File: src/design/fdrf_pkg.sv
// Package for the FNV-1a duplicate request filter.
// Holds the hash constants, item function codes, shared types and the FNV step function.
// No dependencies.
package fdrf_pkg;

  localparam logic [63:0] FNV_BASIS    = 64'hcbf29ce484222325;
  localparam logic [63:0] WINDOW_RESET = 64'd200000000;

  // Bytes hashed per command or argument section before it closes.
  localparam logic [7:0] SECTION_MAX_BYTES = 8'd128;

  localparam int RING_ENTRIES_DEF = 16;

  localparam logic [2:0] FUNC_SUBMITTER = 3'd0;
  localparam logic [2:0] FUNC_TYPE      = 3'd1;
  localparam logic [2:0] FUNC_COMMAND   = 3'd2;
  localparam logic [2:0] FUNC_ARGUMENT  = 3'd3;
  localparam logic [2:0] FUNC_FINISH    = 3'd4;
  localparam logic [2:0] NO_SECTION     = 3'd7;

  typedef struct packed {
    logic [2:0]  func;
    logic [7:0]  data_byte;
    logic [63:0] now_ticks;
  } item_t;

  typedef struct packed {
    logic       fire;
    logic [2:0] func;
    logic [7:0] data_byte;
  } hash_ctl_t;

  // One FNV-1a step: (h ^ b) * 0x00000100000001B3, as shifts and adds.
  function automatic logic [63:0] fnv_step(input logic [63:0] h, input logic [7:0] b);
    logic [63:0] x;
    x = h ^ {56'd0, b};
    return (x << 40) + (x << 8) + (x << 7) + (x << 5) + (x << 4) + (x << 1) + x;
  endfunction

endpackage

File: src/design/fdrf_hash.sv
// Running FNV-1a hash with per-section byte limits.
// Depends on fdrf_pkg.
module fdrf_hash (
  input  logic                  clk,
  input  logic                  rst,
  input  fdrf_pkg::hash_ctl_t   ctl,
  output logic [63:0]           hash
);
  import fdrf_pkg::*;

  logic [63:0] running_hash, running_hash_next;
  logic [2:0]  cur_section, cur_section_next;
  logic [7:0]  section_count, section_count_next;
  logic        section_closed, section_closed_next;

  logic        is_sub, is_byte, new_sec, eff_closed;
  logic [63:0] base_hash;
  logic [7:0]  eff_count, cnt_inc, limit;

  always_comb begin
    is_sub     = (ctl.func == FUNC_SUBMITTER);
    is_byte    = (ctl.func <= FUNC_ARGUMENT);
    new_sec    = is_sub || (ctl.func != cur_section);
    base_hash  = is_sub ? FNV_BASIS : running_hash;
    eff_count  = new_sec ? 8'd0 : section_count;
    eff_closed = new_sec ? 1'b0 : section_closed;
    limit      = (ctl.func <= FUNC_TYPE) ? 8'd1 : SECTION_MAX_BYTES;
    cnt_inc    = eff_count + 8'd1;

    running_hash_next   = running_hash;
    cur_section_next    = cur_section;
    section_count_next  = section_count;
    section_closed_next = section_closed;

    if (ctl.fire && is_byte) begin
      cur_section_next = ctl.func;
      if (!eff_closed) begin
        running_hash_next   = fnv_step(base_hash, ctl.data_byte);
        section_count_next  = cnt_inc;
        section_closed_next = (cnt_inc >= limit) ||
                              ((ctl.func >= FUNC_COMMAND) && (ctl.data_byte == 8'd0));
      end else begin
        running_hash_next   = base_hash;
        section_count_next  = eff_count;
        section_closed_next = 1'b1;
      end
    end else if (ctl.fire && (ctl.func == FUNC_FINISH)) begin
      running_hash_next   = FNV_BASIS;
      cur_section_next    = NO_SECTION;
      section_count_next  = 8'd0;
      section_closed_next = 1'b0;
    end
  end

  always_ff @(posedge clk) begin
    if (rst) begin
      running_hash   <= FNV_BASIS;
      cur_section    <= NO_SECTION;
      section_count  <= 8'd0;
      section_closed <= 1'b0;
    end else begin
      running_hash   <= running_hash_next;
      cur_section    <= cur_section_next;
      section_count  <= section_count_next;
      section_closed <= section_closed_next;
    end
  end

  assign hash = running_hash;

endmodule

File: config.mk
export PLATFORM = sky130hd
export DESIGN_NAME = fdrf_hash
export DESIGN_NICKNAME = d
export VERILOG_FILES = /design/src/design/fdrf_pkg.sv /design/src/design/fdrf_hash.sv
export SDC_FILE = /design/constraint.sdc
export NUM_CORES = 1
export LEC_CHECK = 0
export BUFFER_PORTS_ARGS = -buffer_cell sky130_fd_sc_hd__buf_2
export CORE_ASPECT_RATIO = 0.6
export CORE_UTILIZATION = 47
export CTS_CLUSTER_DIAMETER = 80
export DETAILED_ROUTE_END_ITERATION = 10
export GPL_ROUTABILITY_DRIVEN = 0
export PLACE_DENSITY = 0.76
export SYNTH_ARGS = -nofsm -noshare
export SYNTH_HDL_FRONTEND = slang
export SYNTH_SLANG_ARGS = --single-unit
File: constraint.sdc
create_clock -name clk -period 16.7 [get_ports clk]
set_input_delay 0.835 -clock clk [delete_from_list [all_inputs] [get_ports clk]]
set_output_delay 0.835 -clock clk [all_outputs]
set_load 0.05 [all_outputs]
## Yosys cells after proc, flatten, opt, wreduce, memory -nomap -nowiden

Cells that the tools add are included.

- $add $sub $neg: 7
- Magnitude comparators: 4
- Eq/ne operators: 2
- Muxes and demuxes: 15
- Bitwise operators: 1
- Reduce and logical (&&, ||, !) cells: 8

Operator list:

| operator | number |
|---|---|
| $add A64 B64 Y64 | 6 |
| $mux W64 | 4 |
| $xor A64 B8 Y64 | 1 |
| $mux W8 | 5 |
| $add A8 B1 Y8 const B | 1 |
| $ge A8 B8 Y1 | 1 |
| $logic_not A8 Y1 | 1 |
| $mux W3 | 2 |
| $mux W1 | 4 |
| $eq A3 B3 Y1 const B | 1 |
| $ge A3 B2 Y1 const B | 1 |
| $le A3 B1 Y1 const B | 1 |
| $le A3 B2 Y1 const B | 1 |
| $logic_and A1 B1 Y1 | 3 |
| $logic_not A3 Y1 | 1 |
| $ne A3 B3 Y1 | 1 |
| $logic_or A1 B1 Y1 | 2 |
| $reduce_bool A2 Y1 | 1 |

- Register bits after elaboration: 76
- Input port bits: 14
- Output and inout bits: 64
- Word-level logic and storage cells: 41

## Longest topological paths before layout

Gate-level depths: netlist of the first run.

- Depth in word-level cells: 11
- Mapped depth: 27
- Gate-level depth less buffers: 25

## Worst setup path before layout of the first run

Ideal clock, no wire load.

- Kind: input to register
- Start point: input ctl[10] in the netlist's numbering
- End point: register running_hash[60] (netlist: hash[60])
- Setup time: 117 ps
- Arrival: 6770 ps
- Required time: 16583 ps
- Path slack: 9814 ps
- Stages on the path: 23
- Buffers on the path: 3
- Path through: or3_1 -> clkbuf_1 -> clkbuf_1 -> clkbuf_1 -> nand2_1 -> xnor2_1 -> inv_1 -> fa_1 -> inv_1 -> fa_1 -> fa_1 -> ha_1 -> ha_1 -> nand4_1 -> o22a_1 -> o2111ai_2 -> a31oi_1 -> or4_4 -> o41ai_2 -> a311oi_1 -> o21ai_2 -> mux2i_1 -> a22o_1

- Longest elaborated chain between the ends: 11
- Elaborated cells between the ends (all ways): 19
- Those cells by class: add/sub (6); order compare (1); eq/ne (2); mux (4); bitwise (1); reduce/logical (5)

RTL lines:

| element | line | RTL |
|---|---|---|
| from (decl) | fdrf_hash.sv:6 | `input fdrf_pkg::hash_ctl_t ctl,` |
| $logic_not A3 Y1 | fdrf_hash.sv:21 | `is_sub = (ctl.func == FUNC_SUBMITTER);` |
| $mux W64 | fdrf_hash.sv:24 | `base_hash = is_sub ? FNV_BASIS : running_hash;` |
| $xor A64 B8 Y64 | fdrf_pkg.sv:36 | `x = h ^ {56'd0, b};` |
| $add A64 B64 Y64 (6 in a row) | fdrf_pkg.sv:37 | `return (x << 40) + (x << 8) + (x << 7) + (x << 5) + (x << 4) + (x << 1) + x;` |
| $mux W64 | fdrf_hash.sv:37 | `if (!eff_closed) begin` |
| $mux W64 | fdrf_hash.sv:35 | `if (ctl.fire && is_byte) begin` |
| to (signal assigned) | fdrf_hash.sv:62 | `running_hash <= running_hash_next;` |
| to (decl) | fdrf_hash.sv:11 | `logic [63:0] running_hash, running_hash_next;` |

Parallel ways exist; a longest one is shown, timed or not.
A chain may end at the register's enable or synchronous reset.

## Worst setup path after layout of the first run

- Start point: input ctl[10] in the netlist's numbering
- End point: register running_hash[61] (netlist: hash[61])

Same word-level chain as after synthesis.

==> qor.tcl, run 1 <==
set qor(outcome) {finished, final reports clean}
set qor(vias) 12467
set qor(synthesis.yosys.warnings) 0
set qor(yosys.cell_count.top_type) {inv_1}
set qor(htree_num_levels) 3
set qor(number_of_buffers_created_by_cts) 9
set qor(first_iter_violations) 1559
set qor(clk-insertion-delay-late_ps) 390
set qor(synthesis.area_per_instance_um2) 8.21
set qor(worst-path-max-fanout) 43
set qor(clock_tree_from_tritoncts) {yes}
set qor(fp.dieW_um) 226
set qor(die_height_um) 136
set qor(max-clock-path-buffers) 2
set qor(synth.net_count) 2064
set qor(drc_markers) 0
set qor(syn-instance-count) 1717
set qor(timing.setup.tns_ps) 0
set qor(area_growth_pct) 6.88
set qor(clock.fmax_ghz) 0.125
set qor(grt_overflow_total) 0
set qor(synth_area_um2) 14100
set qor(first_global_vias) 12283
set qor(post_synth_main_area_contributors) {fa_1, ha_1, dfxtp_1, inv_1, xnor2_1}
set qor(setup_viol) 0
set qor(place.detailed.hpwl_um) 35500
set qor(wirelength_um) 44400
set qor(count_of_distinct_cell_types_in_the_synthesized_netlist) 64
set qor(synth_enable_flop_cells) 0
set qor(ys.flop_type) {dfxtp_1}
set qor(antenna_nets_post_route) 0
set qor(synth_top_area_share_pct) 27.0
set qor(antenna_cells_inserted) 0
set qor(clock_sinks) 76
set qor(finClkSkew_ps) 16.9
set qor(worstPathArrival_ps) 8240
set qor(async_flop_share_pct) 0
set qor(post-route-period-util_pct) 47.9
set qor(floorplan.io_pins) 78
set qor(placeableCoreArea_um2) 29100
set qor(finalHoldViolations) 0
set qor(slew-limit-headroom_pct) 31.3
set qor(antenna_found_initial) 0
set qor(drive_gt1_share_pct) 7.47
set qor(synth.yosys.seq_area_share_pct) 10.8
set qor(grt_max_degree) 52
set qor(clkTransAtPathRegs_ps) 80
set qor(finalWorstPathRequiredPeriod_ps) 8000
set qor(groute.usage.overall_pct) 30.2
set qor(ys_ff_latch) 76
set qor(initial_standard_cell_utilization_of_the_core_pct) 48.4
set qor(maxCapViolCount) 0
set qor(rsz0062_at_grt) {no}
set qor(drt-vias-per-instance) 5.83
set qor(hold_slack_ps) 473
set qor(clock-root-buffer) {clkbuf_16}
set qor(wl_per_instance_um) 20.7
set qor(cts.hold.buffers_added) 0
set qor(fill_cells) 2664
set qor(setup_crit_end_kind) {flop}
set qor(synth_largest_area_cell) {fa_1}
set qor(synth_top_cells_by_count) {inv_1, fa_1, ha_1, nand2_1, nor2_1}
set qor(timing.setup.critical_path_class) {in -> reg}
set qor(startpoint_type) {input pin}
set qor(crit_required_ps) 16950
set qor(numPortBuffers) 77
set qor(post_cts.resized_instances) 0
set qor(grt_pass1_wl_um) 69500
set qor(num_rows) 48
set qor(hp-class) {reg -> reg}
set qor(detail_route.first_pass.iterations) 6
set qor(postCtsSetupRepairBufs) 0
set qor(die-area_um2) 30700
set qor(report.final.slew_viol_count) 0
set qor(fin_nets) 2082
set qor(worst-slew-pin-transition_ps) 1030
==> cells in the final DEF, fill, tap and decap left out, drive strengths merged, types with 3 or more instances in the layout <==
cell	n
a2111oi	4
a211oi	5
a21o	52
a21oi	114
a22oi	27
a311oi	4
a31o	10
a31oi	16
and2	12
and3	6
buf	92
clkbuf	10
clkinv	5
dfxtp	76
fa	190
ha	143
inv	286
maj3	6
nand2	138
nand2b	38
nand3	19
nand4	9
nor2	134
nor2b	7
nor3	16
nor3b	4
nor4	3
o2111ai	5
o211ai	6
o21a	6
o21ai	90
o21bai	10
o22ai	11
or3	7
or4	4
xnor2	103
xor2	43
==> logic make-up after synthesis <==
family | Yosys count | share of synthesized area (%)
compound gates | 380 | 17.0
buf+inv | 370 | 9.91
fa+ha+maj | 339 | 40.1
flops | 76 | 10.8
xor+xnor | 146 | 9.07
mux | 1 | 0.0710
simple gates | 405 | 13.1
==> state kept, by name, summed over array words and instances, names as in the netlist <==
| register | count |
|---|---|
| cur_section | 3 |
| hash | 64 |
| section_closed | 1 |
| section_count | 8 |
==> final cells by class <==
type	count	area (um2)	share of cell area, %
Clock buffer	10	239	1.59
Multi-Input combinational cell	1271	11200	74.3
Sequential cell	76	1520	10.1
Timing Repair Buffer	92	498	3.31
Clock inverter	6	48.8	0.324
Inverter	285	1070	7.10
Tap cell	400	500	3.32
==> metal layers <==
layer  share of wire, %  track usage (%)
met1                 44             43.2
met2                 39             41.6
met3                 14             12.0
met4                2.3             7.94
met5                  0                0
==> metrics by stage <==
stage                     utilization [%]  cell area (um2)  instances  worst slack, ps
after floorplan                         -            14100       1717             9810
after global placement               50.7            14800       2124             8790
after detailed placement             50.7            14800       2124             8600
after CTS                            51.7            15100       2140             8990
after global routing                 51.7            15100       2140             8430
final                                51.7            15100       2140             8700
==> worst max-delay path: stages <==
cell and delay, ps:
buf_2 140, nor3_2 180, buf_4 530, nor2_1 150
xnor2_1 760, nand2_1 230, inv_1 170, nor2_1 100
ha_1 310, inv_1 60, fa_1 520, inv_1 40
ha_1 290, ha_1 290, ha_1 250, fa_1 440
a211oi_1 280, o211ai_1 160, a22oi_1 520, nor3b_1 150
nor3_2 450, o21ai_1 270, a31o_2 350, a311oi_2 370
a211oi_1 130, a31oi_1 160, o21ai_1 70
==> path summary, 6_finish.rpt <==
path                            cells after the start                  start               endpoint  slack, ps
worst min register to register                      2  hash[46]$_SDFFE_PP0P_  hash[46]$_SDFFE_PP0P_        470
worst min-delay path                                2  hash[46]$_SDFFE_PP0P_  hash[46]$_SDFFE_PP0P_        470
worst max register to register                     24   hash[0]$_SDFFE_PP1P_  hash[61]$_SDFFE_PP0P_       9750
worst max-delay path                               27                ctl[10]  hash[61]$_SDFFE_PP0P_       8700
Power of run 1 is not shown: default switching activity piles up to over one toggle a cycle in this logic, so the estimate is an artifact.
==> run 2: changes to the inputs <==
- PLACE_DENSITY: 0.76 -> 0.78
- clock period: 16.7 -> 7.3 ns (I/O delays scaled with it)
==> run 2 against run 1 <==
- worst setup slack worse by 8000 ps
- core utilization up 0.37 points
- via count up 1.8%
- largest cell class unchanged
- critical path depth down 3
- register-to-register slack worse by 8900 ps
- sequential share of layout area down 0.071 points
- clock-buffer cell count up 1
- critical endpoint unchanged
- worst hold slack worse by 100 ps
==> qor.tcl, run 2 (synthesized netlist as in run 1, its figures left out) <==
set qor(outcome) {finished, final reports clean}
set qor(num_rows) 48
set qor(post-route-period-util_pct) 90.7
set qor(worstReg2RegEnd) {hash[61]$_SDFFE_PP0P_}
set qor(die_height_um) 136
set qor(fill_cells) 2667
set qor(antenna_nets_post_route) 0
set qor(finClkSkew_ps) 14.0
set qor(timing.setup.tns_ps) 0
set qor(clkTransAtPathRegs_ps) 70
set qor(area_growth_pct) 7.63
set qor(layout.cells.most_common_list) {inv_1, fa_1, ha_1, nand2_1, nor2_1}
set qor(clock_tree_from_tritoncts) {yes}
set qor(drc_markers) 0
set qor(numPortBuffers) 77
set qor(wirelength_um) 44500
set qor(finalWorstPathRequiredPeriod_ps) 6620
set qor(setup_crit_end_kind) {flop}
set qor(max-clock-path-buffers) 2
set qor(first_iter_violations) 1638
set qor(postCtsSetupRepairBufs) 0
set qor(slew-limit-headroom_pct) 15.3
set qor(multi_input_area_um2) 11200
set qor(hp-class) {in -> reg}
set qor(clock.fmax_ghz) 0.151
set qor(holdPathEnd) {cur_section[2]$_SDFFE_PP1P_}
set qor(worst-path-max-fanout) 16
set qor(clock_sinks) 76
set qor(vias) 12693
set qor(hold_path.startpoint) {ctl[11]}
set qor(rsz0062_at_grt) {no}
set qor(worstHoldPathCells) 3
set qor(clock-root-buffer) {clkbuf_16}
set qor(worst-r2r-cell-count) 24
set qor(grt_pass1_wl_um) 69900
set qor(startpoint_type) {input pin}
set qor(die-area_um2) 30700
set qor(largest_reg_flops) 64
set qor(worst-slew-pin-transition_ps) 1270
set qor(timing.setup.critical_path_class) {in -> reg}
set qor(place.detailed.hpwl_um) 36300
set qor(antenna_found_initial) 2
set qor(crit_required_ps) 7530
set qor(setup_viol) 0
set qor(drt-vias-per-instance) 5.90
set qor(cts.hold.buffers_added) 0
set qor(most_frequent_standard_cell_in_the_layout_excluding_fill_and_tap_cells) {inv_1}
set qor(initial_standard_cell_utilization_of_the_core_pct) 48.4
set qor(report.final.slew_viol_count) 0
set qor(clk-insertion-delay-late_ps) 370
set qor(placeableCoreArea_um2) 29100
set qor(finalHoldViolations) 0
set qor(grt_max_degree) 52
set qor(groute.usage.overall_pct) 30.2
set qor(fp.dieW_um) 226
set qor(first_global_vias) 12196
set qor(wl_per_instance_um) 20.7
set qor(fin_nets) 2092
set qor(detail_route.first_pass.iterations) 6
set qor(htree_num_levels) 3
set qor(number_of_buffers_created_by_cts) 9
set qor(reg2reg_slack_ps) 850
set qor(r2r_start) {hash[1]$_SDFFE_PP0P_}
set qor(floorplan.io_pins) 78
set qor(final-seq-area_um2) 1520
set qor(worstPathArrival_ps) 6860
set qor(drive_gt1_share_pct) 7.89
set qor(post_cts.resized_instances) 0
set qor(grt_overflow_total) 0
set qor(maxCapViolCount) 0
-- run 2: metal layers --
metal	track usage, %	routed length, um	part of all wire [%]
met5	0	10	0.022
met4	6.24	854	1.9
met3	10.8	6890	15
met2	41.8	17500	39
met1	44.5	19300	43
-- run 2: worst max-delay path by stage --
stage	startpoint	to	slack, ps	cells past startpoint
after floorplan	ctl[10]	hash[60]$_SDFFE_PP0P_	880	23
after global placement	ctl[10]	hash[61]$_SDFFE_PP0P_	570	24
after CTS	ctl[10]	hash[61]$_SDFFE_PP0P_	800	24
final	ctl[10]	hash[61]$_SDFFE_PP0P_	680	24
after detailed placement	ctl[10]	hash[61]$_SDFFE_PP0P_	460	24
after global routing	ctl[10]	hash[61]$_SDFFE_PP0P_	340	24
-- run 2: cell type report --
cell class,instances,share of cell area (%)
Clock buffer,11,1.60
Clock inverter,4,0.487
Tap cell,400,3.30
Timing Repair Buffer,102,3.78
Inverter,285,7.05
Antenna cell,1,0.0165
Multi-Input combinational cell,1271,73.7
Sequential cell,76,10.0
-- run 2: critical path, stage by stage --
cell	delay (ps)
buf_2	140
or3_4	520
nand2_1	140
xor2_1	410
inv_1	270
fa_1	450
inv_1	90
fa_1	410
inv_1	70
ha_1	220
ha_1	290
ha_1	240
fa_1	440
a211oi_1	290
o211ai_1	150
a22oi_1	450
nor3b_1	130
nor3_2	410
o21ai_1	270
a31o_2	340
a311oi_2	360
a211oi_1	130
a31oi_1	170
o21ai_1	70
-- run 2: per-stage QoR --
stage | worst slack (ps) | instance area (um2) | instances | hold WS [ps] | util (%)
after floorplan | 884 | 14100 | 1717 | 471 | -
after global placement | 567 | 14900 | 2134 | 456 | 51.0
after detailed placement | 463 | 14900 | 2134 | 472 | 51.0
after CTS | 803 | 15200 | 2149 | 352 | 52.1
after global routing | 343 | 15200 | 2150 | 384 | 52.1
final | 676 | 15200 | 2150 | 370 | 52.1
Power of run 2 is left out for the same reason.
